## config.mk

```make
export PLATFORM = sky130hd
export DESIGN_NAME = dwpd_front
export DESIGN_NICKNAME = d
export VERILOG_FILES = /design/src/hw/rtl/dual_wheel_pd_position_drive_macros.svh /design/src/hw/rtl/dwpd_pkg.sv /design/src/hw/rtl/dwpd_front.sv
export SDC_FILE = /design/constraint.sdc
export NUM_CORES = 1
export LEC_CHECK = 0
export CORE_AREA = 5 5 68 70
export DETAILED_ROUTE_END_ITERATION = 16
export DIE_AREA = 0 0 73 75
export DONT_BUFFER_PORTS = 1
export PLACE_DENSITY = 0.48
export SLEW_MARGIN = 0
export SYNTH_ARGS = -nofsm -noshare
export SYNTH_HDL_FRONTEND = slang
export SYNTH_SLANG_ARGS = --single-unit
```

## constraint.sdc

```tcl
create_clock -name vclk -period 1.8
set_input_delay 0.36 -clock vclk [all_inputs]
set_output_delay 0.36 -clock vclk [all_outputs]
set_load 0.01 [all_outputs]
```

## src/hw/rtl/dual_wheel_pd_position_drive_macros.svh

```systemverilog
// assertion helpers shared by the drive blocks
// every use expects clk and rst_n in scope
`ifndef DUAL_WHEEL_PD_POSITION_DRIVE_MACROS_SVH
`define DUAL_WHEEL_PD_POSITION_DRIVE_MACROS_SVH
`ifndef SYNTHESIS
`define DWPD_ASSERT_HOLDS(lbl, cond, msg) \
  lbl: assert property (@(posedge clk) disable iff (!rst_n) (cond)) else $error(msg);
`define DWPD_ASSERT_IMPLIES(lbl, ante, cons, msg) \
  lbl: assert property (@(posedge clk) disable iff (!rst_n) (ante) |-> (cons)) else $error(msg);
`define DWPD_ASSERT_NEXT(lbl, ante, cons, msg) \
  lbl: assert property (@(posedge clk) disable iff (!rst_n) (ante) |=> (cons)) else $error(msg);
`else
`define DWPD_ASSERT_HOLDS(lbl, cond, msg)
`define DWPD_ASSERT_IMPLIES(lbl, ante, cons, msg)
`define DWPD_ASSERT_NEXT(lbl, ante, cons, msg)
`endif
`endif

```

## src/hw/rtl/dwpd_pkg.sv

```systemverilog
package dwpd_pkg;

  // item kinds
  localparam logic FUNC_CMD   = 1'b0;
  localparam logic FUNC_SENSE = 1'b1;

  // register map
  localparam int CFG_IDX_W = 2;
  localparam logic [CFG_IDX_W-1:0] CFG_GAIN_P    = 2'd0;
  localparam logic [CFG_IDX_W-1:0] CFG_GAIN_D    = 2'd1;
  localparam logic [CFG_IDX_W-1:0] CFG_TOLERANCE = 2'd2;

  localparam logic [15:0] GAIN_P_RST    = 16'd256;
  localparam logic [15:0] GAIN_D_RST    = 16'd0;
  localparam logic [15:0] TOLERANCE_RST = 16'd10;

  // position error: 24 bit goal minus 32 bit travelled
  localparam int DELTA_W = 33;
  // 17 bit signed gain times error
  localparam int PTERM_W = DELTA_W + 17;

  typedef struct packed {
    logic              func;
    logic signed [23:0] target_left;
    logic signed [23:0] target_right;
    logic signed [31:0] encoder_left;
    logic signed [31:0] encoder_right;
  } in_item_t;

  typedef struct packed {
    logic signed [15:0] spd_left;
    logic signed [15:0] spd_right;
    logic               done_res;
    logic               busy_res;
  } out_item_t;

  // classified item as held in the queue
  typedef struct packed {
    logic               func;
    logic signed [31:0] val_left;
    logic signed [31:0] val_right;
  } op_t;

  typedef struct packed {
    logic                 valid;
    logic [CFG_IDX_W-1:0] index;
    logic [15:0]          data;
  } cfg_wr_t;

endpackage

```

## src/hw/rtl/dwpd_front.sv

```systemverilog
module dwpd_front import dwpd_pkg::*; (
  input  logic     in_valid,
  output logic     in_stall,
  input  in_item_t in_item,
  output logic     push_valid,
  input  logic     push_ready,
  output op_t      push_op
);

  assign push_valid = in_valid;
  assign in_stall   = !push_ready;

  // keep only the fields the item kind uses
  always_comb begin
    push_op.func = in_item.func;
    if (in_item.func == FUNC_CMD) begin
      push_op.val_left  = 32'(in_item.target_left);
      push_op.val_right = 32'(in_item.target_right);
    end else begin
      push_op.val_left  = in_item.encoder_left;
      push_op.val_right = in_item.encoder_right;
    end
  end

endmodule

```

==> impl_metrics.ini <==
[status]
status = finished clean

[drt]
ant_nets = 0
via_per_inst = 5.29
routed_wl_mm = 3.18
drt_first_iter_violations = 21
wl_per_cell_microns = 27.6
detailedRoute.firstPassIterationCount = 2
drc = 0
vias = 608

[timing]
tns_ns = 0
max_slew_margin = 0.934
layout_min_cycle_time_ns = 1.12
finalHoldViolCount = 0
clock.fmax_mhz = 891
report.final.slew_viol_count = 0
rsz_0062_raised_after_global_routing = no
worst_slew_pin_slew_ns = 0.0982
setup_viol_count_final = 0
post-route-period-util = 0.624

[critical_path]
worst-path-max-fanout = 65
worst-setup-path-type = primary input to output pin
worst-endpoint-arrival_ns = 0.76
max_stage_delay_ns = 0.37
critical_path.slowest_cell = mux2_2
critical_path_cell_count = 1
startpoint_type = primary input
crit_required_ns = 1.44
critical_path.n_buffers_inverters = 0
timing.critical_path.cells = mux2_2
cp_top_family = multiplexers
end_kind = output pin

[global_routing]
vias_in_the_first_global_route = 647
gr-usage-all-layers = 0.0817
grt.overflow.total = 0
antenna_violations_before_repair = 0
grt_start_max_net_pins = 66
grt_first_pass_wirelength_mm = 3.63

[cells_and_area]
syn2layout_area_growth_pct = -7.65
layout.sequential_cells = 0
final_core_util = 0.259
nets = 182
final_cell_count_no_fill = 115
drive_above_1_share = 0.985
seq_area_sq_um = 0
antennaDiodeCount = 0
post-route-cell-area_sq_mm = 0.00101
clock_buffer_count = 0

[power_and_ir_drop]
combinationalPowerShare = 1.000
leakage_uw = 0.000514
register_share_of_total_power = 0
p_int_uw = 170
p_switching_uw = 106
design_power_total_uw = 276
power.ir.vdd_worst_mv = 0.0870
power.share.clock = 0
power_density_mw_per_mm2 = 273
switching_share = 0.385

[die]
die-area_sq_mm = 0.00548
die_y_microns = 75
initial_utilization = 0.280
core-area_sq_mm = 0.00391
rows = 23
io_pins = 182
die-width_microns = 73

[clock_network]
cts_hold_repair.buffers = 0
cts.repair.resized = 0
cts_setup_buffers = 0

[synth]
synth.net_count = 189
count_of_different_cell_masters_after_synthesis = 6
synthDominantAreaCellType = mux2_4
post-synth-top-area-fraction = 0.822
synth_top_cells_by_area = mux2_4 (82%), buf_12 (11%), mux2_2 (4.1%), buf_4 (1.4%), buf_6 (1.0%)
syn-cell-area_sq_mm = 0.00110
ys_top_cells_by_count = mux2_4 (60), buf_12 (6), mux2_2 (4)
synth_most_common_cell = mux2_4
synth.yosys.seq_area_share = 0
synth_area_per_cell_sq_um = 14.8
post_synth_inst_count = 74
synth-warning-count = 0

[worst_hold_path]
worstHoldPathType = primary input to output pin
holdPathStages = 0

[placement]
routability_congestion_estimate = 0.653
portBuffers = 0
place_inst = 115
dpl-instance-area_sq_mm = 0.00101

[run]
cap_viol_max_count = 0
-- layer usage --
metal | GRT usage | part of all wire | vias up
met5 | 0 | 0 | -
met4 | 0.00205 | 0.0016 | 0
met2 | 0.150 | 0.56 | 76
met1 | 0.106 | 0.33 | 272
li1 | - | - | 258
met3 | 0.0134 | 0.11 | 2
-- cells in the final DEF (no fill, tap or decap), drive strengths merged --
cell | Yosys | final
inv | 1 | 1
mux2 | 64 | 64
-- path summary, 6_finish.rpt --
kind                startpoint           to  slack [ns]
hold / removal        in_valid   push_valid        0.72
setup / recovery  in_item[112]  push_op[61]        0.68
-- logic make-up after synthesis --
group	share of synthesized area
multiplexers	0.863
buffers and inverters	0.137
-- power groups by stage --
stage / Combinational, uW / Clock, uW / Sequential (uW)
after detailed placement: 280 / 0 / 0
after global routing: 287 / 0 / 0
after CTS: 282 / 0 / 0
final: 276 / 0 / 0
after floorplan: 323 / 0 / 0
after global placement: 282 / 0 / 0
-- metrics by stage --
step / hold WS [ns] / setup WS [ns]
after floorplan: 0.764 / 0.449
after global placement: 0.720 / 0.720
after detailed placement: 0.720 / 0.719
after CTS: 0.720 / 0.719
after global routing: 0.720 / 0.721
final: 0.720 / 0.677
-- layout make-up --
type | instances | area [sq um]
well taps | 50 | 62.6
fillers | 408 | 2900
multi-input cells | 64 | 946
inverters | 1 | 3.75
Note: power is estimated with default switching activity, not from simulation.
