File: src/hw/rtl/dual_wheel_pd_position_drive_macros.svh
// assertion helpers shared by the drive blocks
// every use expects clk and rst_n in scope
`ifndef DUAL_WHEEL_PD_POSITION_DRIVE_MACROS_SVH
`define DUAL_WHEEL_PD_POSITION_DRIVE_MACROS_SVH
`ifndef SYNTHESIS
`define DWPD_ASSERT_HOLDS(lbl, cond, msg) \
  lbl: assert property (@(posedge clk) disable iff (!rst_n) (cond)) else $error(msg);
`define DWPD_ASSERT_IMPLIES(lbl, ante, cons, msg) \
  lbl: assert property (@(posedge clk) disable iff (!rst_n) (ante) |-> (cons)) else $error(msg);
`define DWPD_ASSERT_NEXT(lbl, ante, cons, msg) \
  lbl: assert property (@(posedge clk) disable iff (!rst_n) (ante) |=> (cons)) else $error(msg);
`else
`define DWPD_ASSERT_HOLDS(lbl, cond, msg)
`define DWPD_ASSERT_IMPLIES(lbl, ante, cons, msg)
`define DWPD_ASSERT_NEXT(lbl, ante, cons, msg)
`endif
`endif

File: src/hw/rtl/dwpd_pkg.sv
package dwpd_pkg;

  // item kinds
  localparam logic FUNC_CMD   = 1'b0;
  localparam logic FUNC_SENSE = 1'b1;

  // register map
  localparam int CFG_IDX_W = 2;
  localparam logic [CFG_IDX_W-1:0] CFG_GAIN_P    = 2'd0;
  localparam logic [CFG_IDX_W-1:0] CFG_GAIN_D    = 2'd1;
  localparam logic [CFG_IDX_W-1:0] CFG_TOLERANCE = 2'd2;

  localparam logic [15:0] GAIN_P_RST    = 16'd256;
  localparam logic [15:0] GAIN_D_RST    = 16'd0;
  localparam logic [15:0] TOLERANCE_RST = 16'd10;

  // position error: 24 bit goal minus 32 bit travelled
  localparam int DELTA_W = 33;
  // 17 bit signed gain times error
  localparam int PTERM_W = DELTA_W + 17;

  typedef struct packed {
    logic              func;
    logic signed [23:0] target_left;
    logic signed [23:0] target_right;
    logic signed [31:0] encoder_left;
    logic signed [31:0] encoder_right;
  } in_item_t;

  typedef struct packed {
    logic signed [15:0] spd_left;
    logic signed [15:0] spd_right;
    logic               done_res;
    logic               busy_res;
  } out_item_t;

  // classified item as held in the queue
  typedef struct packed {
    logic               func;
    logic signed [31:0] val_left;
    logic signed [31:0] val_right;
  } op_t;

  typedef struct packed {
    logic                 valid;
    logic [CFG_IDX_W-1:0] index;
    logic [15:0]          data;
  } cfg_wr_t;

endpackage

File: src/hw/rtl/dwpd_queue.sv
`include "dual_wheel_pd_position_drive_macros.svh"
module dwpd_queue import dwpd_pkg::*; #(
  parameter int DEPTH = 4
) (
  input  logic clk,
  input  logic rst_n,
  input  logic push_valid,
  output logic push_ready,
  input  op_t  push_op,
  output logic pop_valid,
  input  logic pop_ready,
  output op_t  pop_op
);

  localparam int PTR_W = $clog2(DEPTH);
  localparam int CNT_W = $clog2(DEPTH + 1);

  op_t              mem_r [DEPTH];
  logic [PTR_W-1:0] wr_ptr_r, wr_ptr_nxt;
  logic [PTR_W-1:0] rd_ptr_r, rd_ptr_nxt;
  logic [CNT_W-1:0] count_r, count_nxt;
  logic             push, pop;

  assign push_ready = (count_r != CNT_W'(DEPTH));
  assign pop_valid  = (count_r != '0);
  assign pop_op     = mem_r[rd_ptr_r];
  assign push       = push_valid && push_ready;
  assign pop        = pop_valid && pop_ready;

  always_comb begin
    wr_ptr_nxt = wr_ptr_r;
    rd_ptr_nxt = rd_ptr_r;
    count_nxt  = count_r;
    if (push) begin
      wr_ptr_nxt = (wr_ptr_r == PTR_W'(DEPTH - 1)) ? '0 : wr_ptr_r + 1'b1;
    end
    if (pop) begin
      rd_ptr_nxt = (rd_ptr_r == PTR_W'(DEPTH - 1)) ? '0 : rd_ptr_r + 1'b1;
    end
    if (push && !pop) begin
      count_nxt = count_r + 1'b1;
    end else if (pop && !push) begin
      count_nxt = count_r - 1'b1;
    end
  end

  always_ff @(posedge clk) begin
    if (!rst_n) begin
      wr_ptr_r <= '0;
      rd_ptr_r <= '0;
      count_r  <= '0;
    end else begin
      wr_ptr_r <= wr_ptr_nxt;
      rd_ptr_r <= rd_ptr_nxt;
      count_r  <= count_nxt;
    end
  end

  always_ff @(posedge clk) begin
    if (push) begin
      mem_r[wr_ptr_r] <= push_op;
    end
  end

  `DWPD_ASSERT_HOLDS(a_count_bound, count_r <= CNT_W'(DEPTH), "queue fill beyond depth")

endmodule

File: config.mk
export PLATFORM = sky130hd
export DESIGN_NAME = dwpd_queue
export DESIGN_NICKNAME = d
export VERILOG_FILES = /design/src/hw/rtl/dwpd_pkg.sv /design/src/hw/rtl/dwpd_queue.sv
export VERILOG_INCLUDE_DIRS = /design/src /design/src/hw/rtl
export SDC_FILE = /design/constraint.sdc
export NUM_CORES = 1
export LEC_CHECK = 0
export BUFFER_PORTS_ARGS = -buffer_cell sky130_fd_sc_hd__buf_4
export CAP_MARGIN = 0
export CORE_MARGIN = 5
export CORE_UTILIZATION = 57
export DETAILED_ROUTE_END_ITERATION = 7
export GPL_TIMING_DRIVEN = 0
export PLACE_DENSITY = 0.77
export SETUP_SLACK_MARGIN = 0.1
export SYNTH_ARGS = -nofsm -noshare
export SYNTH_HDL_FRONTEND = slang
export SYNTH_SLANG_ARGS = --single-unit
File: constraint.sdc
create_clock -name clk -period 3.2 [get_ports clk]
set_input_delay 0.64 -clock clk [delete_from_list [all_inputs] [get_ports clk]]
set_output_delay 0.64 -clock clk [all_outputs]
set_load 0.01 [all_outputs]
==> results_dict.tcl <==
set metrics [dict create \
    seq_area_frac_synth 0.811 \
    worst_clock_skew_ps 10.9 \
    crit_family "buffers and inverters" \
    ant_nets 0 \
    final_cell_mix "260 x edfxtp_1, 140 x buf_4, 65 x mux4_2" \
    r2r-end "count_r[2]" \
    via_per_inst 5.67 \
    slowest_stage "clkbuf_1" \
    worst_pin_slew_ps 663 \
    place.gp.congestion 0.756 \
    htreeDepth 1 \
    dp_hpwl_um 11000 \
    endpoint_kind "output pin" \
    cts.sinks 269 \
    startpoint_type "register" \
    hold_viol_final 0 \
    cts_tree "built" \
    fin_nets 633 \
    p_leak_nw 4.09 \
    rsz0062_at_grt "no" \
    drv_slew 0 \
    overflow 0 \
    postCtsSetupBuffers 0 \
    clk_latency_ps 520 \
    setup_viol_count_final 0 \
    clk_path_buf_depth 3 \
    min-delay-path-class "input pin to register" \
    r2r_start "count_r[0]" \
    period_share 0.905 \
    worstHoldPathCells 1 \
    antenna_cells 0 \
    dieArea_um2 20000 \
    synth_area_per_cell_um2 25.2 \
    arrival_ps 2250 \
    die_x_um 141 \
    netlist_area_um2 9840 \
    drtIter0Drc 216 \
    final_cells 799 \
    grt_pass1_vias 4912 \
    critPathRequiredTime_ps 2560 \
    cp.depth 4 \
    drive_gt1_frac 0.444 \
    cts-root-buf "clkbuf_16" \
    yosys_warnings 0 \
    holdWs_ps 323 \
    dp_slack_ps 670 \
    cts_buffers 26 \
    cts_hold_buffers 0 \
    synth_area_leader_cell "edfxtp_1" \
    avgRoutedWirePerCell_um 21.9 \
    final_common_cell "edfxtp_1" \
    grt_pass1_wl_um 27400 \
    grt_use_total 0.179 \
    route.detailed.drc 0 \
    maxCapViolCount 0 \
    finalCriticalPeriod_ps 2890 \
    route.vias.total 4534 \
    r2r_slack_ps 660 \
    crit_fanout 10 \
    rows 48 \
    hold_start "push_op[12]" \
    cp_num_buf_inv 3 \
    crit_chain "clkbuf_1 -> buf_2 -> mux4_2 -> buf_4" \
    ios 136 \
    synth.area.top_cells "edfxtp_1 79%, mux4_2 15%, dfxtp_1 1.8%" \
    clk_pin_slew_worst_paths_ps 60 \
    crit_end "pop_op[10]" \
    wl_um 17500 \
    reg2reg_depth 7 \
    cts_resized 0 \
    syn_inst 390 \
    dr.pass1.iters 4 \
    io_buffers 135 \
    powerDensity_nw_per_um2 781 \
    die_y_um 141 \
    max_stage_delay_ps 460 \
    ys_types 27 \
    ys_seq_elements 269 \
    nFillCells 1040 \
    status "finished, final reports clean" \
    syn_nets 466 \
    fin_util 0.704 \
    grt_max_degree 47 \
    post-place-cells 754 \
    peakVddDrop_v 0.000565 \
    start_util 0.575 \
    synth_top_area_frac 0.793 \
    coreArea_um2 17100 \
    fin_ws_ps 305 \
    worstSetupPathType "register to output pin" \
    antenna_found_initial 0 \
    max-slew-margin-rel 0.554 \
    syn_to_final_growth_pct 22.4 \
    fmax_ghz 0.345 \
    setup_tns_ps 0 \
]
[kinds of logic after synthesis]
| kind of cell | Yosys count | share of synthesized area |
|---|---|---|
| buffers and inverters | 19 | 0.0108 |
| multiplexers | 67 | 0.151 |
| AO/OA/AOI/OAI | 6 | 0.00356 |
| AND/OR/NAND/NOR | 20 | 0.0120 |
| adder cells (fa/ha/maj) | 7 | 0.00966 |
| flip-flops | 269 | 0.811 |
| XOR/XNOR | 2 | 0.00178 |
[worst min path at each step]
stage	to	slack [ps]
4_1_cts	mem_r[1][12]	300
2_1_floorplan	wr_ptr_r[1]	470
5_1_grt	mem_r[2][12]	300
3_3_place_gp	wr_ptr_r[1]	480
6_report	mem_r[2][12]	320
3_5_place_dp	wr_ptr_r[0]	510
[worst reg2reg max path: stages (launching register included)]
cell and delay, ps:
dfxtp_1 370, o31ai_1 610, ha_1 310, inv_1 70, fa_1 380, xor2_1 180
or3_2 400, a21boi_0 160
[layer usage]
layer,wire (µm),vias to the layer above,global-route usage
met4,361,0,0.0449
li1,-,2000,-
met1,7030,2373,0.244
met3,1170,31,0.0418
met2,8960,130,0.300
met5,0,-,0
[registers in the layout, summed over array words and instances (netlist names), named ones only]
signal and count:
mem_r 260, rd_ptr_r 2, wr_ptr_r 2, count_r 3
[cells in the mapped netlist (all sizes together)]
| cell | instances |
|---|---|
| mux2i | 2 |
| nand3 | 2 |
| or3b | 1 |
| xnor2 | 1 |
| ha | 6 |
| nand2 | 5 |
| o31ai | 1 |
| and3 | 4 |
| dfxtp | 9 |
| nor2b | 1 |
| clkbuf | 3 |
| and2 | 2 |
| or3 | 2 |
| nor2 | 2 |
| nand4 | 1 |
| o21ai | 4 |
| edfxtp | 260 |
| xor2 | 1 |
| mux4 | 65 |
| inv | 3 |
| a21boi | 1 |
| buf | 13 |
| fa | 1 |
[metrics by stage]
step | instance area, µm² | power, W
floorplan | 9840 | 0.00571
global placement | 11100 | 0.00662
detailed placement | 11300 | 0.00673
finish | 12000 | 0.00941
global route | 12000 | 0.00983
CTS | 12000 | 0.00953
[power breakdown]
group          switching, W  total, W  internal (W)
registers          0.000103   0.00437       0.00427
logic               0.00106   0.00223       0.00117
clock network       0.00116   0.00280       0.00164
[final cells by class]
type	count	area (µm²)	area share
clock inverters	8	58.8	0.00488
inverters	3	11.3	0.000935
plain buffers	16	95.1	0.00789
clock buffers	37	723	0.0600
flip-flops and latches	269	7990	0.663
well taps	225	282	0.0234
multi-input cells	102	1760	0.146
repair buffers	139	1120	0.0933
No activity file was read; power rests on OpenSTA's default activity.
